**src/rtl/core/lrbd_pkg.sv**
```systemverilog
// Package for the line-releasing ring buffer: word types, codes and constants.
// Used by every module of the block; depends on nothing.
package lrbd_pkg;

    // Default ring size in bytes
    localparam int RING_BYTES_DEF = 16384;

    // Fixed field widths
    localparam int CUT_W     = 13;
    localparam int USED_W    = 15;
    localparam int DROP_W    = 32;
    localparam int CFG_W     = 13;
    localparam int CFG_IDX_W = 1;

    // Wide enough for pointer plus offset at the largest ring size
    localparam int WRAP_W = 18;

    localparam logic [CUT_W-1:0] CHUNK_MAX      = 13'd4096;
    localparam logic [CUT_W-1:0] CHUNK_ONE      = 13'd1;
    localparam logic [CUT_W-1:0] CHUNK_RESET    = 13'd3072;
    localparam logic [7:0]       LINE_END_RESET = 8'd10;

    // Command modes
    localparam logic [1:0] MODE_PUSH  = 2'd0;
    localparam logic [1:0] MODE_DRAIN = 2'd1;
    localparam logic [1:0] MODE_PULL  = 2'd2;

    // Result status codes
    localparam logic [1:0] STAT_DONE    = 2'd0;
    localparam logic [1:0] STAT_DROPPED = 2'd1;
    localparam logic [1:0] STAT_EMPTY   = 2'd2;

    // Configuration register indexes
    localparam logic [CFG_IDX_W-1:0] CFG_CHUNK_LIMIT = 1'd0;
    localparam logic [CFG_IDX_W-1:0] CFG_LINE_END    = 1'd1;

    typedef struct packed {
        logic [1:0]  mode;
        logic [7:0]  data_byte;
        logic [15:0] msg_len;
        logic        msg_first;
        logic        msg_last;
    } cmd_word_t;

    typedef struct packed {
        logic [1:0]        status;
        logic [7:0]        out_byte;
        logic              run_last;
        logic [CUT_W-1:0]  cut_length;
        logic [DROP_W-1:0] drop_count;
        logic [USED_W-1:0] used_bytes;
    } rsp_word_t;

    // Push path control toward the top level
    typedef struct packed {
        logic wr_en;    // stage one byte into the ring
        logic commit;   // message complete, commit staged bytes
        logic discard;  // byte belongs to a dropped message
    } push_ctl_t;

    // Ring position plus offset, wrapped once; callers keep sum below twice the ring
    function automatic logic [WRAP_W-1:0] ring_wrap(input logic [WRAP_W-1:0] pos,
                                                    input logic [WRAP_W-1:0] delta,
                                                    input logic [WRAP_W-1:0] ring);
        logic [WRAP_W-1:0] sum;
        sum = pos + delta;
        if (sum >= ring)
        begin
            sum = sum - ring;
        end
        return sum;
    endfunction

endpackage

```
**src/rtl/core/lrbd_push.sv**
```systemverilog
// Message admission for the ring: space check, drop counting, staging and commit.
// Depends on lrbd_pkg; drives the ring write port of the top level.
module lrbd_push
    import lrbd_pkg::*;
#(
    parameter int RING_BYTES = RING_BYTES_DEF
)
(
    input  logic                                  clk,
    input  logic                                  rst_n,
    input  logic                                  fire,
    input  cmd_word_t                             cmd,
    input  logic [$clog2(RING_BYTES+1)-1:0]       used,
    output push_ctl_t                             ctl,
    output logic [$clog2(RING_BYTES)-1:0]         wr_addr,
    output logic [$clog2(RING_BYTES+1)-1:0]       commit_count,
    output logic [DROP_W-1:0]                     drop_count
);

    localparam int PTR_W = $clog2(RING_BYTES);
    localparam int CNT_W = $clog2(RING_BYTES + 1);
    localparam int CMP_W = ((CNT_W > 16) ? CNT_W : 16) + 1;

    logic [PTR_W-1:0]  wp_reg, wp_next;
    logic [CNT_W-1:0]  pc_reg, pc_next;
    logic [15:0]       pl_reg, pl_next;
    logic              disc_reg, disc_next;
    logic [DROP_W-1:0] drop_reg, drop_next;

    logic [CMP_W-1:0]  len_x;
    logic [CMP_W-1:0]  ring_x;
    logic [CMP_W-1:0]  free_x;
    logic [WRAP_W-1:0] wr_wrap;
    logic [WRAP_W-1:0] wp_wrap;

    assign len_x  = CMP_W'(cmd.msg_len);
    assign ring_x = CMP_W'(RING_BYTES);
    assign free_x = ring_x - CMP_W'(used);

    // Admission, staging and commit
    always_comb
    begin
        wp_next      = wp_reg;
        pc_next      = pc_reg;
        pl_next      = pl_reg;
        disc_next    = disc_reg;
        drop_next    = drop_reg;
        ctl          = '0;
        commit_count = '0;
        wr_wrap      = ring_wrap(WRAP_W'(wp_reg), WRAP_W'(pc_reg), WRAP_W'(RING_BYTES));
        wp_wrap      = WRAP_W'(wp_reg);
        if (fire)
        begin
            if (cmd.msg_first)
            begin
                // a new message abandons whatever was open
                pc_next   = '0;
                pl_next   = '0;
                disc_next = 1'b0;
                if (cmd.msg_len != 16'd0)
                begin
                    if (len_x > ring_x || len_x > free_x)
                    begin
                        drop_next = drop_reg + 1'b1;
                        disc_next = 1'b1;
                    end
                    else
                    begin
                        pl_next = cmd.msg_len;
                    end
                end
            end
            if (disc_next)
            begin
                ctl.discard = 1'b1;
                if (cmd.msg_last)
                begin
                    disc_next = 1'b0;
                end
            end
            else if (pl_next != 16'd0)
            begin
                if (CMP_W'(pc_next) < CMP_W'(pl_next))
                begin
                    ctl.wr_en = 1'b1;
                    wr_wrap   = ring_wrap(WRAP_W'(wp_reg), WRAP_W'(pc_next),
                                          WRAP_W'(RING_BYTES));
                    pc_next   = pc_next + 1'b1;
                end
                if (cmd.msg_last)
                begin
                    ctl.commit   = 1'b1;
                    commit_count = pc_next;
                    wp_wrap      = ring_wrap(WRAP_W'(wp_reg), WRAP_W'(pc_next),
                                             WRAP_W'(RING_BYTES));
                    wp_next      = wp_wrap[PTR_W-1:0];
                    pc_next      = '0;
                    pl_next      = '0;
                end
            end
        end
    end

    assign wr_addr    = wr_wrap[PTR_W-1:0];
    assign drop_count = drop_reg;

    always_ff @(posedge clk or negedge rst_n)
    begin
        if (!rst_n)
        begin
            wp_reg   <= '0;
            pc_reg   <= '0;
            pl_reg   <= '0;
            disc_reg <= 1'b0;
            drop_reg <= '0;
        end
        else
        begin
            wp_reg   <= wp_next;
            pc_reg   <= pc_next;
            pl_reg   <= pl_next;
            disc_reg <= disc_next;
            drop_reg <= drop_next;
        end
    end

endmodule

```
**config.mk**
```make
export PLATFORM = sky130hd
export DESIGN_NAME = lrbd_push
export DESIGN_NICKNAME = d
export VERILOG_FILES = /design/src/rtl/core/lrbd_pkg.sv /design/src/rtl/core/lrbd_push.sv
export SDC_FILE = /design/constraint.sdc
export NUM_CORES = 1
export LEC_CHECK = 0
export BUFFER_PORTS_ARGS = -buffer_cell sky130_fd_sc_hd__clkbuf_2
export CORE_MARGIN = 3
export CORE_UTILIZATION = 30
export DETAILED_ROUTE_END_ITERATION = 7
export GPL_TIMING_DRIVEN = 0
export SLEW_MARGIN = 40
export SYNTH_ARGS = -nofsm -noshare
export SYNTH_HDL_FRONTEND = slang
export SYNTH_SLANG_ARGS = --single-unit
```
**constraint.sdc**
```tcl
create_clock -name clk -period 11.2 [get_ports clk]
set_input_delay 1.68 -clock clk [delete_from_list [all_inputs] [get_ports clk]]
set_output_delay 1.68 -clock clk [all_outputs]
set_load 0.05 [all_outputs]
```
# --- Word-level counts from Yosys, hierarchy flattened ---
# Cells that the tools add are included.
# Widths: inputs -> output; s select.
classes:
  mux: 39
  n_bitwise: 1
  magnitude_cmp: 6
  addsub: 9
  n_reduce_logical: 5
ops:
  columns: ["operator", "count"]
  rows:
  - ["$mux 15", 13]
  - ["$mux 16", 7]
  - ["$mux 14", 7]
  - ["$add 14x15->16", 3]
  - ["$ge 16x15->1 const B", 3]
  - ["$sub 14x1->14 const B", 3]
  - ["$add 32x1->32 const B", 1]
  - ["$reduce_bool 16->1", 2]
  - ["$gt 16x17->1", 1]
  - ["$gt 16x15->1 const B", 1]
  - ["$lt 15x16->1", 1]
  - ["$sub 15x15->16 const A", 1]
  - ["$add 15x1->15 const B", 1]
  - ["$mux 1", 9]
  - ["$reduce_and 4->1", 2]
  - ["$mux 2", 2]
  - ["$mux 3", 1]
  - ["$logic_or 1x1->1", 1]
  - ["$not 1->1", 1]
totals:
  elab_cells: 65
  output_inout_bits: 64
  ff_bits: 78
  in_bits: 46

# --- Longest topological paths before layout ---
depth:
  depth_word: 16
  mapped_depth: 36
  depth_no_buf: 33

# --- Least setup slack after synthesis ---
# Ideal clock, no wire load.
synth_timing:
  path_kind: "input to output"
  startpoint: "in used[0]"
  endpoint: "out wr_addr[6]"
  setup_slack_ns: 1.205
  t_arrival_ns: 8.315
  path_stages: 24
  required_time_ns: 9.520
  n_path_buf: 3
  path_cell_list: "inv_1 ha_1 nand2_1 or2_2 clkbuf_1 nor4_1 xor2_1 ha_1 and4_1 a2111o_1 a2111oi_1 o31a_1 clkbuf_1 a22oi_1 ha_1 a211o_1 o211ai_1 a21oi_1 o31ai_1 o2111ai_1 o41ai_2 nand3_1 clkbuf_1 o31ai_1"
synth_via:
  elab_chain_len: 12
  elab_cells_between_ends: 17
  cone_classes: "add/sub (1); order compare (2); mux (12); reduce/logical (2)"
synth_rtl:
  columns: ["element", "line_no", "rtl"]
  rows:
  - ["from (decl)", "lrbd_push.sv:13", "input logic [$clog2(RING_BYTES+1)-1:0] used,"]
  - ["$sub 15x15->16 *", "lrbd_push.sv:38", "assign free_x = ring_x - CMP_W'(used);"]
  - ["$gt 16x17->1 *", "lrbd_push.sv:62", "if (len_x > ring_x || len_x > free_x)"]
  - ["$logic_or 1x1->1 *", "lrbd_push.sv:62", null]
  - ["$mux 16", "lrbd_push.sv:62", null]
  - ["$mux 16", "lrbd_push.sv:60", "if (cmd.msg_len != 16'd0)"]
  - ["$mux 16", "lrbd_push.sv:54", "if (cmd.msg_first)"]
  - ["$mux 16", "lrbd_push.sv:52", "if (fire)"]
  - ["$lt 15x16->1", "lrbd_push.sv:83", "if (CMP_W'(pc_next) < CMP_W'(pl_next))"]
  - ["$mux 14", "lrbd_push.sv:83", null]
  - ["$mux 14", "lrbd_push.sv:81", "else if (pl_next != 16'd0)"]
  - ["$mux 14 *", "lrbd_push.sv:73", "if (disc_next)"]
  - ["$mux 14 *", "lrbd_push.sv:52", null]
  - ["to (decl)", "lrbd_push.sv:15", "output logic [$clog2(RING_BYTES)-1:0] wr_addr,"]
# Mark *: on every way between the ends. The rest lies on a longest branch, timed or not. The select of a mux whose other input is x is not followed.

# --- Final worst setup path ---
# Same ends and word-level chain as after synthesis.

==> results.yml <==
sta:
  post-route-period-util_pct: 93.5
  hold_violations: 0
  slew_headroom_pct: 52.0
  setup_viol_count_final: 0
  unrepaired_setup_endpoints_after_global_routing: "no"
  max_clock_freq_mhz: 95.5
  tightest_slew_ns: 0.715
  drv_slew: 0
  finClkSkew_ns: 0.00716
  min_period_ns: 10.47
worst_setup_path:
  timing.critical_path.buf_inv: 6
  worst_path_largest_cell_delay_ns: 0.56
  crit_arrival_ns: 8.79
  critical_path_class: "in -> out"
  cpLargestDelayFamily: "compound AO/OA/AOI/OAI gates"
  critical_path.endpoint_type: "primary output"
  ff2ff_path_depth: 21
  critical_path.startpoint_type: "input pin"
  cp.required_ns: 9.52
  crit_slowest_cell: "sky130_fd_sc_hd__o41ai_4"
  worstSetupPathDepth: 26
  crit_fanout: 10
power:
  vdd.ir_drop.worst_uv: 57.4
  power_leakage_nw: 3.92
  p_per_area_mw_per_mm2: 134
  total_power_w: 0.00108
routing:
  post-route-drc-count: 0
  top_layer: "met4"
  detail-route-antenna-nets: 0
  drt_first_pass_iters: 5
  wl_um: 19600
  routed-wl-met2_um: 8800
  detail_route.iter0.violations: 453
  vias: 6303
  detail_route.wirelength.met1_um: 9580
  vias_per_cell: 5.29
  detail_route.wl_per_cell_um: 16.4
  detailed_routed_wire_length_on_met3_um: 895
clock_network:
  htree_num_levels: 3
  ctsLongestPathBuffers: 2
  cts_made_buffers: 9
  tritoncts: "built"
  clock_latency_ns: 0.35
  cts_root_buffer: "sky130_fd_sc_hd__clkbuf_16"
  clk_pin_slew_ns: 0.07
  numClockSinks: 78
  cts_hold_buffers: 0
job:
  drv_cap: 0
yosys:
  synth_enable_flop_cells: 0
  syn-mean-instance-area_um2: 8.56
  netlist_area_mm2: 0.00682
  yosysUniqueCellTypes: 65
  postSynthCellCount: 796
  synth_ff_type: "sky130_fd_sc_hd__dfrtp_1"
  share_of_the_yosys_chip_area_belonging_to_registers_pct: 28.6
  ys_seq_elements: 78
  yosysWarningCount: 0
  synthArstFlopShare_pct: 100
  synthDominantCellAreaShare_pct: 28.6
  synth_area_leaders: "sky130_fd_sc_hd__dfrtp_1 (29%), sky130_fd_sc_hd__ha_1 (13%), sky130_fd_sc_hd__xnor2_1 (6.0%), sky130_fd_sc_hd__xor2_1 (5.4%), sky130_fd_sc_hd__nand2_1 (3.4%)"
  netlist.top_cell.by_area: "sky130_fd_sc_hd__dfrtp_1"
  synth_nets: 918
floorplanning:
  fp.dieArea_mm2: 0.0246
  core_region_area_mm2: 0.0221
  std_cell_rows: 54
  initial_utilization_pct: 30.8
  io_pins: 110
  dieHeight_um: 157
  die-width_um: 157
placement:
  placed_area_mm2: 0.00772
  port-buffer-count: 99
  gp_congestion: 0.855
  dp_hpwl_um: 15600
run_status:
  outcome: "complete, no violations"
global_route:
  antenna_violations_before_repair: 0
  grt_pass1_wl_um: 32000
  gr-usage-all-layers_pct: 16.1
  maximum_number_of_pins_on_one_net_before_global_route_repair: 54
  grt_pass1_vias: 6125
  globalRouteOverflowTotal: 0
cells_and_area:
  layout.filler_cells: 2281
  antenna_cells_inserted: 0
  drive_above_1_share_pct: 15.2
  stdcell_area_mm2: 0.00801
  max_ffs_per_register: 32
  nNetsFinal: 1029
  syn_to_final_growth_pct: 17.5
worst_hold_path:
  hold_path_class: "reg -> reg"
  min_path_cells: 1
==> through the flow <==
| stage | hold slack, ns | TNS (ns) | cells | setup slack [ns] | util [%] |
|---|---|---|---|---|---|
| after floorplan | 0.468 | 0 | 796 | 1.21 | - |
| after global placement | 0.457 | 0 | 1175 | 0.0727 | 34.7 |
| after detailed placement | 0.466 | -0.0188 | 1176 | -0.0188 | 34.9 |
| after CTS | 0.475 | 0 | 1192 | 0.264 | 36.2 |
| after global routing | 0.490 | 0 | 1192 | 0.0447 | 36.2 |
| final | 0.469 | 0 | 1192 | 0.730 | 36.2 |
==> cell usage in the layout (no fill, tap or decap), types with 12 or more instances in the layout <==
master / Yosys / layout
sky130_fd_sc_hd__a21oi_1: 41 / 41
sky130_fd_sc_hd__a22oi_1: 14 / 14
sky130_fd_sc_hd__and2_1: 12 / 12
sky130_fd_sc_hd__and3_1: 20 / 20
sky130_fd_sc_hd__clkbuf_1: 25 / 23
sky130_fd_sc_hd__clkbuf_2: 0 / 100
sky130_fd_sc_hd__dfrtp_1: 78 / 78
sky130_fd_sc_hd__ha_1: 73 / 73
sky130_fd_sc_hd__inv_1: 36 / 36
sky130_fd_sc_hd__nand2_1: 62 / 62
sky130_fd_sc_hd__nand3_1: 39 / 39
sky130_fd_sc_hd__nand4_1: 15 / 15
sky130_fd_sc_hd__nor2_1: 57 / 57
sky130_fd_sc_hd__nor2b_1: 17 / 17
sky130_fd_sc_hd__nor3_1: 30 / 30
sky130_fd_sc_hd__o21ai_0: 39 / 39
sky130_fd_sc_hd__o2bb2ai_1: 14 / 14
sky130_fd_sc_hd__xnor2_1: 47 / 47
sky130_fd_sc_hd__xor2_1: 42 / 42
==> report_power, final <==
part           switching, W  leakage, nW  internal [W]
combinational      0.000298         2.72      0.000145
clock              0.000133        0.133      0.000153
sequential        0.0000381         1.06      0.000309
total              0.000469         3.92      0.000607
==> final timing paths <==
check | from | to | slack (ns)
worst max-delay path | used[0] | wr_addr[6] | 0.73
worst min-delay path | drop_count[31] | drop_count[31] | 0.47
worst max register to register | pc_reg[12] | wp_reg[13] | 4.81
worst min register to register | drop_count[31] | drop_count[31] | 0.47
max in group asynchronous | rst_n | pc_reg[2] | 9.44
min in group asynchronous | rst_n | drop_count[31] | 1.21
==> per-layer routing <==
layer / vias to the layer above / track usage (%)
met5: - / 0
li1: 3131 / -
met3: 23 / 2.24
met4: 0 / 4.88
met1: 2999 / 22.8
met2: 150 / 25.4
==> logic make-up after synthesis <==
kind of cell	count (synthesis)	synth area share (%)
and+or+nand+nor	297	22.5
AOI/OAI and AO/OA	183	18.3
xor gates and xnor gates	89	11.4
DFF	78	28.6
adders and majority gates	76	14.3
buffers and inverters	65	3.58
muxes	8	1.23
==> synthesized netlist by cell type (4+ instances only) <==
| cell | number |
|---|---|
| sky130_fd_sc_hd__dfrtp_1 | 78 |
| sky130_fd_sc_hd__ha_1 | 73 |
| sky130_fd_sc_hd__nand2_1 | 62 |
| sky130_fd_sc_hd__nor2_1 | 57 |
| sky130_fd_sc_hd__xnor2_1 | 47 |
| sky130_fd_sc_hd__xor2_1 | 42 |
| sky130_fd_sc_hd__a21oi_1 | 41 |
| sky130_fd_sc_hd__nand3_1 | 39 |
| sky130_fd_sc_hd__o21ai_0 | 39 |
| sky130_fd_sc_hd__inv_1 | 36 |
| sky130_fd_sc_hd__nor3_1 | 30 |
| sky130_fd_sc_hd__clkbuf_1 | 25 |
| sky130_fd_sc_hd__and3_1 | 20 |
| sky130_fd_sc_hd__nor2b_1 | 17 |
| sky130_fd_sc_hd__nand4_1 | 15 |
| sky130_fd_sc_hd__a22oi_1 | 14 |
| sky130_fd_sc_hd__o2bb2ai_1 | 14 |
| sky130_fd_sc_hd__and2_1 | 12 |
| sky130_fd_sc_hd__nor4_1 | 10 |
| sky130_fd_sc_hd__a21o_1 | 9 |
| sky130_fd_sc_hd__a211oi_1 | 7 |
| sky130_fd_sc_hd__or3_1 | 7 |
| sky130_fd_sc_hd__nand2b_1 | 6 |
| sky130_fd_sc_hd__a211o_1 | 5 |
| sky130_fd_sc_hd__a31oi_1 | 5 |
| sky130_fd_sc_hd__mux2i_1 | 5 |
| sky130_fd_sc_hd__nor3b_1 | 5 |
| sky130_fd_sc_hd__o31ai_1 | 5 |
| sky130_fd_sc_hd__a21boi_0 | 4 |
| sky130_fd_sc_hd__or2_2 | 4 |
==> final cells by class <==
class	instances	area [um^2]	share of cell area (%)
clock buffers	9	225	2.81
flip-flops and latches	78	1950	24.4
repair buffers	100	532	6.64
multi-input cells	653	4640	58.0
clock inverters	7	58.8	0.734
well taps	280	350	4.38
inverters	37	139	1.73
plain buffers	28	108	1.34
==> repair_timing <==
item                                    in CTS  in global routing
endpoints found under the setup margin       0                  3
buffers inserted                             0                  0
gates resized for setup                      0                  4
(Power assumes the default switching activity.)
